**src/ole_pkg.sv**
```systemverilog
`timescale 1ns / 1ps
`default_nettype none

package ole_pkg;

    localparam int VALUE_W = 32;

    typedef enum logic [1:0] {
        REQ_FRONT  = 2'd0,
        REQ_BACK   = 2'd1,
        REQ_DELETE = 2'd2,
        REQ_LIST   = 2'd3
    } t_req;

    typedef enum logic [1:0] {
        ST_OK      = 2'd0,
        ST_FULL    = 2'd1,
        ST_EMPTY   = 2'd2,
        ST_MISSING = 2'd3
    } t_status;

    // Where the value of an outgoing result comes from.
    typedef enum logic [1:0] {
        SRC_REQ  = 2'd0,
        SRC_CELL = 2'd1,
        SRC_ZERO = 2'd2
    } t_src;

    typedef struct packed {
        logic    load_req;
        logic    ins_front;
        logic    ins_back;
        logic    del_shift;
        logic    cap_match;
        logic    idx_clr;
        logic    idx_inc;
        logic    out_load;
        t_status out_status;
        t_src    out_src;
    } t_cmd;

    typedef struct packed {
        t_req req;
        logic full;
        logic empty;
        logic found;
        logic list_last;
        logic slot_free;
    } t_dp_status;

endpackage

`default_nettype wire

```
**src/ole_dp.sv**
```systemverilog
`timescale 1ns / 1ps
`default_nettype none

module ole_dp #(
    parameter int CAPACITY = 16
) (
    input  wire                         i_clk,
    input  wire                         i_rst_n,
    input  wire  [ole_pkg::VALUE_W-1:0] i_value,
    input  wire  [1:0]                  i_req,
    input  wire  ole_pkg::t_cmd         i_cmd,
    output ole_pkg::t_dp_status         o_status,
    input  wire                         i_out_ready,
    output logic                        o_out_valid,
    output logic [ole_pkg::VALUE_W-1:0] o_out_value,
    output logic [1:0]                  o_out_status,
    output logic                        o_out_last
);
    import ole_pkg::*;

    localparam int CNT_W = $clog2(CAPACITY + 1);
    localparam int IDX_W = (CAPACITY > 1) ? $clog2(CAPACITY) : 1;

    // Cell chain, entry 0 is the front. No reset: only cells below the count are read.
    logic [VALUE_W-1:0] r_cell [CAPACITY];
    logic [VALUE_W-1:0] n_cell [CAPACITY];
    logic [CNT_W-1:0]   r_count;
    logic [CNT_W-1:0]   n_count;
    logic [IDX_W-1:0]   r_idx;
    logic [CAPACITY-1:0] r_match;
    logic [CAPACITY-1:0] match;
    logic [CAPACITY-1:0] first_hit;
    logic [CAPACITY-1:0] at_or_after;
    logic [VALUE_W-1:0] r_val;
    t_req               r_req;
    logic [VALUE_W-1:0] r_out_value;
    logic [1:0]         r_out_status;
    logic               r_out_last;
    logic               r_out_valid;
    logic [VALUE_W-1:0] out_value;
    logic               list_last;

    always_comb begin
        for (int i = 0; i < CAPACITY; i++) begin
            match[i] = (r_cell[i] == r_val) && (CNT_W'(i) < r_count);
        end
    end

    // Isolate the match nearest the front, then mark it and every cell behind it.
    assign first_hit   = r_match & (~r_match + CAPACITY'(1));
    assign at_or_after = ~(first_hit - CAPACITY'(1));

    for (genvar g = 0; g < CAPACITY; g++) begin : g_cell
        logic [VALUE_W-1:0] from_front;
        logic [VALUE_W-1:0] from_back;
        if (g == 0) begin : g_head
            assign from_front = r_val;
        end else begin : g_body
            assign from_front = r_cell[g-1];
        end
        if (g == CAPACITY - 1) begin : g_tail
            assign from_back = r_cell[g];
        end else begin : g_inner
            assign from_back = r_cell[g+1];
        end
        always_comb begin
            n_cell[g] = r_cell[g];
            if (i_cmd.ins_front) begin
                n_cell[g] = from_front;
            end else if (i_cmd.ins_back && (r_count == CNT_W'(g))) begin
                n_cell[g] = r_val;
            end else if (i_cmd.del_shift && at_or_after[g]) begin
                n_cell[g] = from_back;
            end
        end
        always_ff @(posedge i_clk) begin
            r_cell[g] <= n_cell[g];
        end
    end

    always_comb begin
        n_count = r_count;
        if (i_cmd.ins_front || i_cmd.ins_back) begin
            n_count = r_count + CNT_W'(1);
        end else if (i_cmd.del_shift) begin
            n_count = r_count - CNT_W'(1);
        end
    end

    assign list_last = (CNT_W'(r_idx) + CNT_W'(1)) == r_count;

    always_comb begin
        case (i_cmd.out_src)
            SRC_REQ:  out_value = r_val;
            SRC_CELL: out_value = r_cell[r_idx];
            default:  out_value = '0;
        endcase
    end

    always_ff @(posedge i_clk) begin
        if (!i_rst_n) begin
            r_count     <= '0;
            r_out_valid <= 1'b0;
        end else begin
            r_count <= n_count;
            if (i_cmd.out_load) begin
                r_out_valid <= 1'b1;
            end else if (i_out_ready) begin
                r_out_valid <= 1'b0;
            end
        end
    end

    always_ff @(posedge i_clk) begin
        if (i_cmd.load_req) begin
            r_val <= i_value;
            r_req <= t_req'(i_req);
        end
        if (i_cmd.cap_match) begin
            r_match <= match;
        end
        if (i_cmd.idx_clr) begin
            r_idx <= '0;
        end else if (i_cmd.idx_inc) begin
            r_idx <= r_idx + IDX_W'(1);
        end
        if (i_cmd.out_load) begin
            r_out_value  <= out_value;
            r_out_status <= i_cmd.out_status;
            r_out_last   <= (i_cmd.out_src == SRC_CELL) ? list_last : 1'b1;
        end
    end

    assign o_status.req       = r_req;
    assign o_status.full      = (r_count == CNT_W'(CAPACITY));
    assign o_status.empty     = (r_count == '0);
    assign o_status.found     = |r_match;
    assign o_status.list_last = list_last;
    assign o_status.slot_free = !r_out_valid || i_out_ready;

    assign o_out_valid  = r_out_valid;
    assign o_out_value  = r_out_value;
    assign o_out_status = r_out_status;
    assign o_out_last   = r_out_last;

endmodule

`default_nettype wire

```
**src/ole_ctrl.sv**
```systemverilog
`timescale 1ns / 1ps
`default_nettype none

module ole_ctrl (
    input  wire                      i_clk,
    input  wire                      i_rst_n,
    input  wire                      i_in_valid,
    output logic                     o_in_ready,
    input  wire ole_pkg::t_dp_status i_status,
    output ole_pkg::t_cmd            o_cmd
);
    import ole_pkg::*;

    typedef enum logic [3:0] {
        S_IDLE = 4'b0001,
        S_EXEC = 4'b0010,
        S_DEL  = 4'b0100,
        S_LIST = 4'b1000
    } t_state;

    t_state r_state;
    t_state n_state;

    always_comb begin
        n_state    = r_state;
        o_in_ready = 1'b0;
        o_cmd      = '0;
        unique case (r_state)
            S_IDLE: begin
                o_in_ready = 1'b1;
                if (i_in_valid) begin
                    o_cmd.load_req = 1'b1;
                    n_state        = S_EXEC;
                end
            end
            S_EXEC: begin
                if (i_status.slot_free) begin
                    case (i_status.req) inside
                        REQ_FRONT, REQ_BACK: begin
                            o_cmd.out_load = 1'b1;
                            o_cmd.out_src  = SRC_REQ;
                            if (i_status.full) begin
                                o_cmd.out_status = ST_FULL;
                            end else begin
                                o_cmd.out_status = ST_OK;
                                o_cmd.ins_front  = (i_status.req == REQ_FRONT);
                                o_cmd.ins_back   = (i_status.req == REQ_BACK);
                            end
                            n_state = S_IDLE;
                        end
                        REQ_DELETE: begin
                            if (i_status.empty) begin
                                o_cmd.out_load   = 1'b1;
                                o_cmd.out_src    = SRC_REQ;
                                o_cmd.out_status = ST_EMPTY;
                                n_state          = S_IDLE;
                            end else begin
                                o_cmd.cap_match = 1'b1;
                                n_state         = S_DEL;
                            end
                        end
                        default: begin
                            if (i_status.empty) begin
                                o_cmd.out_load   = 1'b1;
                                o_cmd.out_src    = SRC_ZERO;
                                o_cmd.out_status = ST_EMPTY;
                                n_state          = S_IDLE;
                            end else begin
                                o_cmd.idx_clr = 1'b1;
                                n_state       = S_LIST;
                            end
                        end
                    endcase
                end
            end
            S_DEL: begin
                if (i_status.slot_free) begin
                    o_cmd.out_load   = 1'b1;
                    o_cmd.out_src    = SRC_REQ;
                    o_cmd.out_status = i_status.found ? ST_OK : ST_MISSING;
                    o_cmd.del_shift  = i_status.found;
                    n_state          = S_IDLE;
                end
            end
            S_LIST: begin
                if (i_status.slot_free) begin
                    o_cmd.out_load   = 1'b1;
                    o_cmd.out_src    = SRC_CELL;
                    o_cmd.out_status = ST_OK;
                    if (i_status.list_last) begin
                        n_state = S_IDLE;
                    end else begin
                        o_cmd.idx_inc = 1'b1;
                    end
                end
            end
            default: begin
                n_state = S_IDLE;
            end
        endcase
    end

    always_ff @(posedge i_clk) begin
        if (!i_rst_n) begin
            r_state <= S_IDLE;
        end else begin
            r_state <= n_state;
        end
    end

endmodule

`default_nettype wire

```
**src/ordered_list_engine.sv**
```systemverilog
`timescale 1ns / 1ps
`default_nettype none

// Ordered list engine: holds up to CAPACITY signed 32-bit values in a chain of
// registers with the front at entry 0, and serves one request at a time from the
// slave stream. The request kind arrives in tuser (insert at front, append at back,
// delete first match, list all) and the value in tdata. Insert and delete each answer
// with one result item carrying a status (ok, full, empty or not found) and the
// request value, always with tlast set. A listing answers with one item per entry
// from front to back, tlast on the final one, or a single empty status with value
// zero. An insert or append loads its result in the execute state; a delete first
// registers the compare of all cells, then closes the gap as its result is loaded.
// A listing reads the chain through one read port, at one entry per cycle while the
// output is not stalled. The input is ready again as soon as the last result of a
// request is loaded into the output register, so the next request can be taken
// while that result still waits downstream. A stalled output simply holds the
// controller in place.
module ordered_list_engine #(
    parameter int CAPACITY = 16
) (
    input  wire         i_clk,
    input  wire         i_rst_n,
    input  wire         i_s_axis_tvalid,
    output logic        o_s_axis_tready,
    input  wire  [31:0] i_s_axis_tdata,   // [31:0] item_value
    input  wire  [1:0]  i_s_axis_tuser,   // [1:0] req_type
    output logic        o_m_axis_tvalid,
    input  wire         i_m_axis_tready,
    output logic [31:0] o_m_axis_tdata,   // [31:0] entry_value
    output logic [1:0]  o_m_axis_tuser,   // [1:0] status
    output logic        o_m_axis_tlast
);
    import ole_pkg::*;

    t_cmd       cmd;
    t_dp_status dp_status;

    ole_ctrl u_ctrl (
        .i_clk      (i_clk),
        .i_rst_n    (i_rst_n),
        .i_in_valid (i_s_axis_tvalid),
        .o_in_ready (o_s_axis_tready),
        .i_status   (dp_status),
        .o_cmd      (cmd)
    );

    ole_dp #(
        .CAPACITY (CAPACITY)
    ) u_dp (
        .i_clk        (i_clk),
        .i_rst_n      (i_rst_n),
        .i_value      (i_s_axis_tdata),
        .i_req        (i_s_axis_tuser),
        .i_cmd        (cmd),
        .o_status     (dp_status),
        .i_out_ready  (i_m_axis_tready),
        .o_out_valid  (o_m_axis_tvalid),
        .o_out_value  (o_m_axis_tdata),
        .o_out_status (o_m_axis_tuser),
        .o_out_last   (o_m_axis_tlast)
    );

    // The count can never read both full and empty.
    a_full_empty: assert property (@(posedge i_clk) disable iff (!i_rst_n)
        !(dp_status.full && dp_status.empty))
        else $error("list reports full and empty at once");

    // The engine is never ready in the cycle after it takes a request.
    a_busy_after_accept: assert property (@(posedge i_clk) disable iff (!i_rst_n)
        (i_s_axis_tvalid && o_s_axis_tready) |=> !o_s_axis_tready)
        else $error("input ready right after an accepted item");

    // Every status other than ok ends its request.
    a_status_last: assert property (@(posedge i_clk) disable iff (!i_rst_n)
        (o_m_axis_tvalid && (o_m_axis_tuser != ST_OK)) |-> o_m_axis_tlast)
        else $error("error status without last mark");

    // Only one write operation may act on the cell chain in a cycle.
    a_one_update: assert property (@(posedge i_clk) disable iff (!i_rst_n)
        $countones({cmd.ins_front, cmd.ins_back, cmd.del_shift}) <= 1)
        else $error("conflicting cell chain updates");

endmodule

`default_nettype wire
```
**config.mk**
```make
export PLATFORM = sky130hd
export DESIGN_NAME = ordered_list_engine
export DESIGN_NICKNAME = d
export VERILOG_FILES = /design/src/ole_pkg.sv /design/src/ole_dp.sv /design/src/ole_ctrl.sv /design/src/ordered_list_engine.sv
export SDC_FILE = /design/constraint.sdc
export NUM_CORES = 2
export LEC_CHECK = 0
export BUFFER_PORTS_ARGS = -buffer_cell sky130_fd_sc_hd__buf_2
export CAP_MARGIN = 20
export CORE_ASPECT_RATIO = 1.2
export CORE_UTILIZATION = 50
export CTS_BUF_LIST = sky130_fd_sc_hd__clkbuf_4
export DETAILED_ROUTE_END_ITERATION = 16
export GPL_ROUTABILITY_DRIVEN = 0
export PLACE_DENSITY = 0.69
export SETUP_SLACK_MARGIN = 0.4
export SLEW_MARGIN = 40
export SYNTH_ARGS = -nofsm -noshare
export SYNTH_HDL_FRONTEND = slang
export SYNTH_SLANG_ARGS = --single-unit
```
**constraint.sdc**
```tcl
create_clock -name i_clk -period 6.83 [get_ports i_clk]
set_clock_uncertainty 0.15 [all_clocks]
set_input_delay 0.3415 -clock i_clk [delete_from_list [all_inputs] [get_ports i_clk]]
set_output_delay 0.3415 -clock i_clk [all_outputs]
set_load 0.05 [all_outputs]
```
==> impl_metrics.ini <==
[outcome]
status = finished, final reports clean

[clock_network]
ctsResizeCount = 0
clkSinkCount = 615
clockRootBuffer = clkbuf_4
clk_pin_slew_worst_paths_ns = 0.08
clk_path_buf_depth = 3
cts_max_level = 4
cts_tree = done
clock_latency_ns = 1.09
numCtsBuffers = 166

[grt]
use_met1 = 0.456
grt.busiest_layer = met2
grt_max_degree = 186
use_met2 = 0.501
grt_usage = 0.339
grt_overflow_total = 0
gr-usage-met3 = 0.0807
grt_pass1_wl_um = 201000
grt_pass1_vias = 29127
antenna_found_initial = 5

[yosys]
ys_ff_latch = 615
netlist-cell-type-count = 69
yosysWarningCount = 0
synthArstFlopShare = 0
synth_ff_type = edfxtp_1
seq_area_frac_synth = 0.458
synth_nets = 3635
synthCells = 3591
synth_edf_count = 597
netlist_area_mm2 = 0.0399
avgSynthCellArea_um2 = 11.1

[routing]
drt_iter0_markers = 5373
antenna_left = 0
vias = 31362
drt_wl_total_um = 138000
drcViolationCount = 0
routedWlPerCell_um = 28.7
vias_per_cell = 6.51
firstDrtPassIters = 6

[timing]
period_minus_slack_ns = 4.11
finalHoldViolations = 0
slew_violations = 0
fin_crit_sh = 0.602
setup_viol = 0
fmax_ghz = 0.243
slew_headroom = 0.346
max_slew.worst_pin.slew_ns = 0.972
rsz0062_at_grt = false
tns_ns = 0

[setup_path]
reg2regPathDepth = 9
worstSetupStartpoint = u_dp.r_count[0]
crit_path_end_kind = flip-flop
critPathCapture = u_dp.r_cell[1][14]
reg2reg_slack_ns = 2.72
start_kind = flip-flop
required_ns = 7.37
r2r_start = u_dp.r_count[0]
rr_endpoint = u_dp.r_cell[1][14]
cp_max_fo = 33
critPathArrivalTime_ns = 4.65
crit_type = reg -> reg

[worst_hold_path]
hp-class = in -> reg

[finish]
syn2layout_area_growth_pct = 10.1
finalInstanceArea_mm2 = 0.0440
fillers = 6739
drive_gt1_frac = 0.162
multi_input_area_mm2 = 0.0203
mostFrequentLayoutCells = nand2_1 (599), edfxtp_1 (597), mux2i_1 (513), xor2_1 (361), o21ai_1 (345)
layout_commonest_cell = nand2_1
nNetsFinal = 3691
seqCellArea_mm2 = 0.0183

[floorplanning]
fp.dieH_um = 312
core-area_mm2 = 0.0790
die_x_um = 260
initial_utilization = 0.505
rows = 113
die-area_mm2 = 0.0810
pin_count = 75

[power_and_ir_drop]
powerDensity_mw_per_mm2 = 192
p_leak_nw = 13.4
peakVddDrop_mv = 0.139

[place]
io_buffers = 74
dp_hpwl_um = 95800
placed_area_mm2 = 0.0410

[job]
drv_cap = 0
routing by layer:
layer / part of all wire / vias to the layer above
met5: 0 / -
met4: 0.064 / 0
met3: 0.12 / 371
met2: 0.44 / 2240
met1: 0.38 / 15376
li1: - / 13375
worst max-delay path, stage by stage (launching register included):
cell,delay [ns]
dfxtp_1,0.55
clkinv_1,0.39
ha_1,0.44
nand4bb_1,0.23
nand2_2,0.16
nor4_4,0.31
buf_4,0.62
nor2_1,0.16
o21ai_4,0.17
buf_4,0.49
through the flow:
| stage | cells | util | power, W | setup slack [ns] | hold WS (ns) |
|---|---|---|---|---|---|
| 3_3_place_gp | 4433 | 0.517 | 0.00494 | 2.93 | 0.359 |
| 2_1_floorplan | 3591 | - | 0.00469 | 1.91 | 0.290 |
| 5_1_grt | 4814 | 0.556 | 0.00868 | 2.59 | 0.307 |
| 3_5_place_dp | 4438 | 0.519 | 0.00495 | 2.87 | 0.370 |
| 6_report | 4815 | 0.556 | 0.00844 | 2.72 | 0.284 |
| 4_1_cts | 4809 | 0.556 | 0.00844 | 2.82 | 0.204 |
area by class of cell:
type | instances | area share
flip-flops and latches | 615 | 0.416
multi-input cells | 2620 | 0.461
repair buffers | 232 | 0.0427
well taps | 1035 | 0.0295
inverters | 12 | 0.00102
clock inverters | 46 | 0.00649
clock buffers | 249 | 0.0425
diodes | 6 | 0.000342
state kept, by name, indices dropped and copies added, names as in the netlist, named ones only:
register	cells
u_dp.o_out_last	1
u_dp.g_cell.from_front	32
u_dp.o_out_value	32
u_dp.o_out_valid	1
u_dp.r_cell	512
u_dp.r_req	2
u_ctrl.r_state	4
u_dp.o_out_status	2
u_dp.r_match	16
u_dp.r_count	5
u_dp.r_idx	4
worst min-delay path by stage:
| stage | cells past startpoint | slack [ns] | end | start |
|---|---|---|---|---|
| finish | 3 | 0.28 | u_dp.r_req[0] | i_s_axis_tvalid |
| global route | 3 | 0.31 | u_dp.r_req[0] | i_s_axis_tvalid |
| CTS | 4 | 0.20 | u_dp.o_out_valid | i_m_axis_tready |
| detailed placement | 1 | 0.37 | u_dp.g_cell[0].from_front[22] | i_s_axis_tdata[22] |
| global placement | 2 | 0.36 | flip-flop | u_dp.r_idx[1] |
| floorplan | 0 | 0.29 | u_dp.g_cell[0].from_front[0] | i_s_axis_tdata[0] |
cell families (layout without fill, tap and decap cells):
logic type                 after synthesis  after routing  share of synthesized area
xor gates and xnor gates               520            520                      0.114
AOI/OAI and AO/OA                      546            546                     0.0746
DFF                                    615            615                      0.458
adders and majority gates                6              6                    0.00188
and+or+nand+nor                        874            874                      0.100
buffers and inverters                  356            539                     0.0404
other                                    0              6                          0
muxes                                  674            674                      0.210
cells in the mapped netlist (3+ instances only):
master / n / area (um2)
nand2_1: 599 / 2250
edfxtp_1: 597 / 17900
buf_6: 13 / 146
buf_4: 16 / 120
buf_1: 28 / 105
xnor2_1: 158 / 1380
ha_1: 6 / 75.1
mux2_1: 19 / 214
nor2_1: 28 / 105
and3_1: 3 / 18.8
nand4_1: 56 / 350
nor3_1: 22 / 110
a2111oi_0: 6 / 52.6
nand2b_1: 4 / 25.0
o221ai_1: 32 / 280
buf_2: 94 / 470
nand3_1: 25 / 125
mux4_2: 129 / 2910
mux2_2: 13 / 146
nor4_1: 101 / 632
mux2i_1: 513 / 5130
o21ai_1: 346 / 1730
a31oi_1: 6 / 37.5
inv_1: 11 / 41.3
xor2_1: 361 / 3160
a21oi_1: 7 / 35.0
o21ai_0: 119 / 596
nor4_4: 6 / 128
nor4b_1: 3 / 26.3
a311oi_1: 3 / 26.3
dfxtp_1: 18 / 360
clkbuf_1: 193 / 724
o22ai_1: 3 / 18.8
o21a_1: 4 / 30.0
report_power, final:
group / total, W / switching (W) / internal [W]
Combinational: 0.000721 / 0.000495 / 0.000225
Clock: 0.00350 / 0.00169 / 0.00181
Sequential: 0.00421 / 0.0000642 / 0.00415
timing repair:
action / CTS / global route
setup endpoints to repair: 0 / 0
hold endpoints to repair: 86 / 0
hold buffers: 76 / 0
buffers inserted: 0 / 0
No activity file was read; power rests on OpenSTA's default activity.
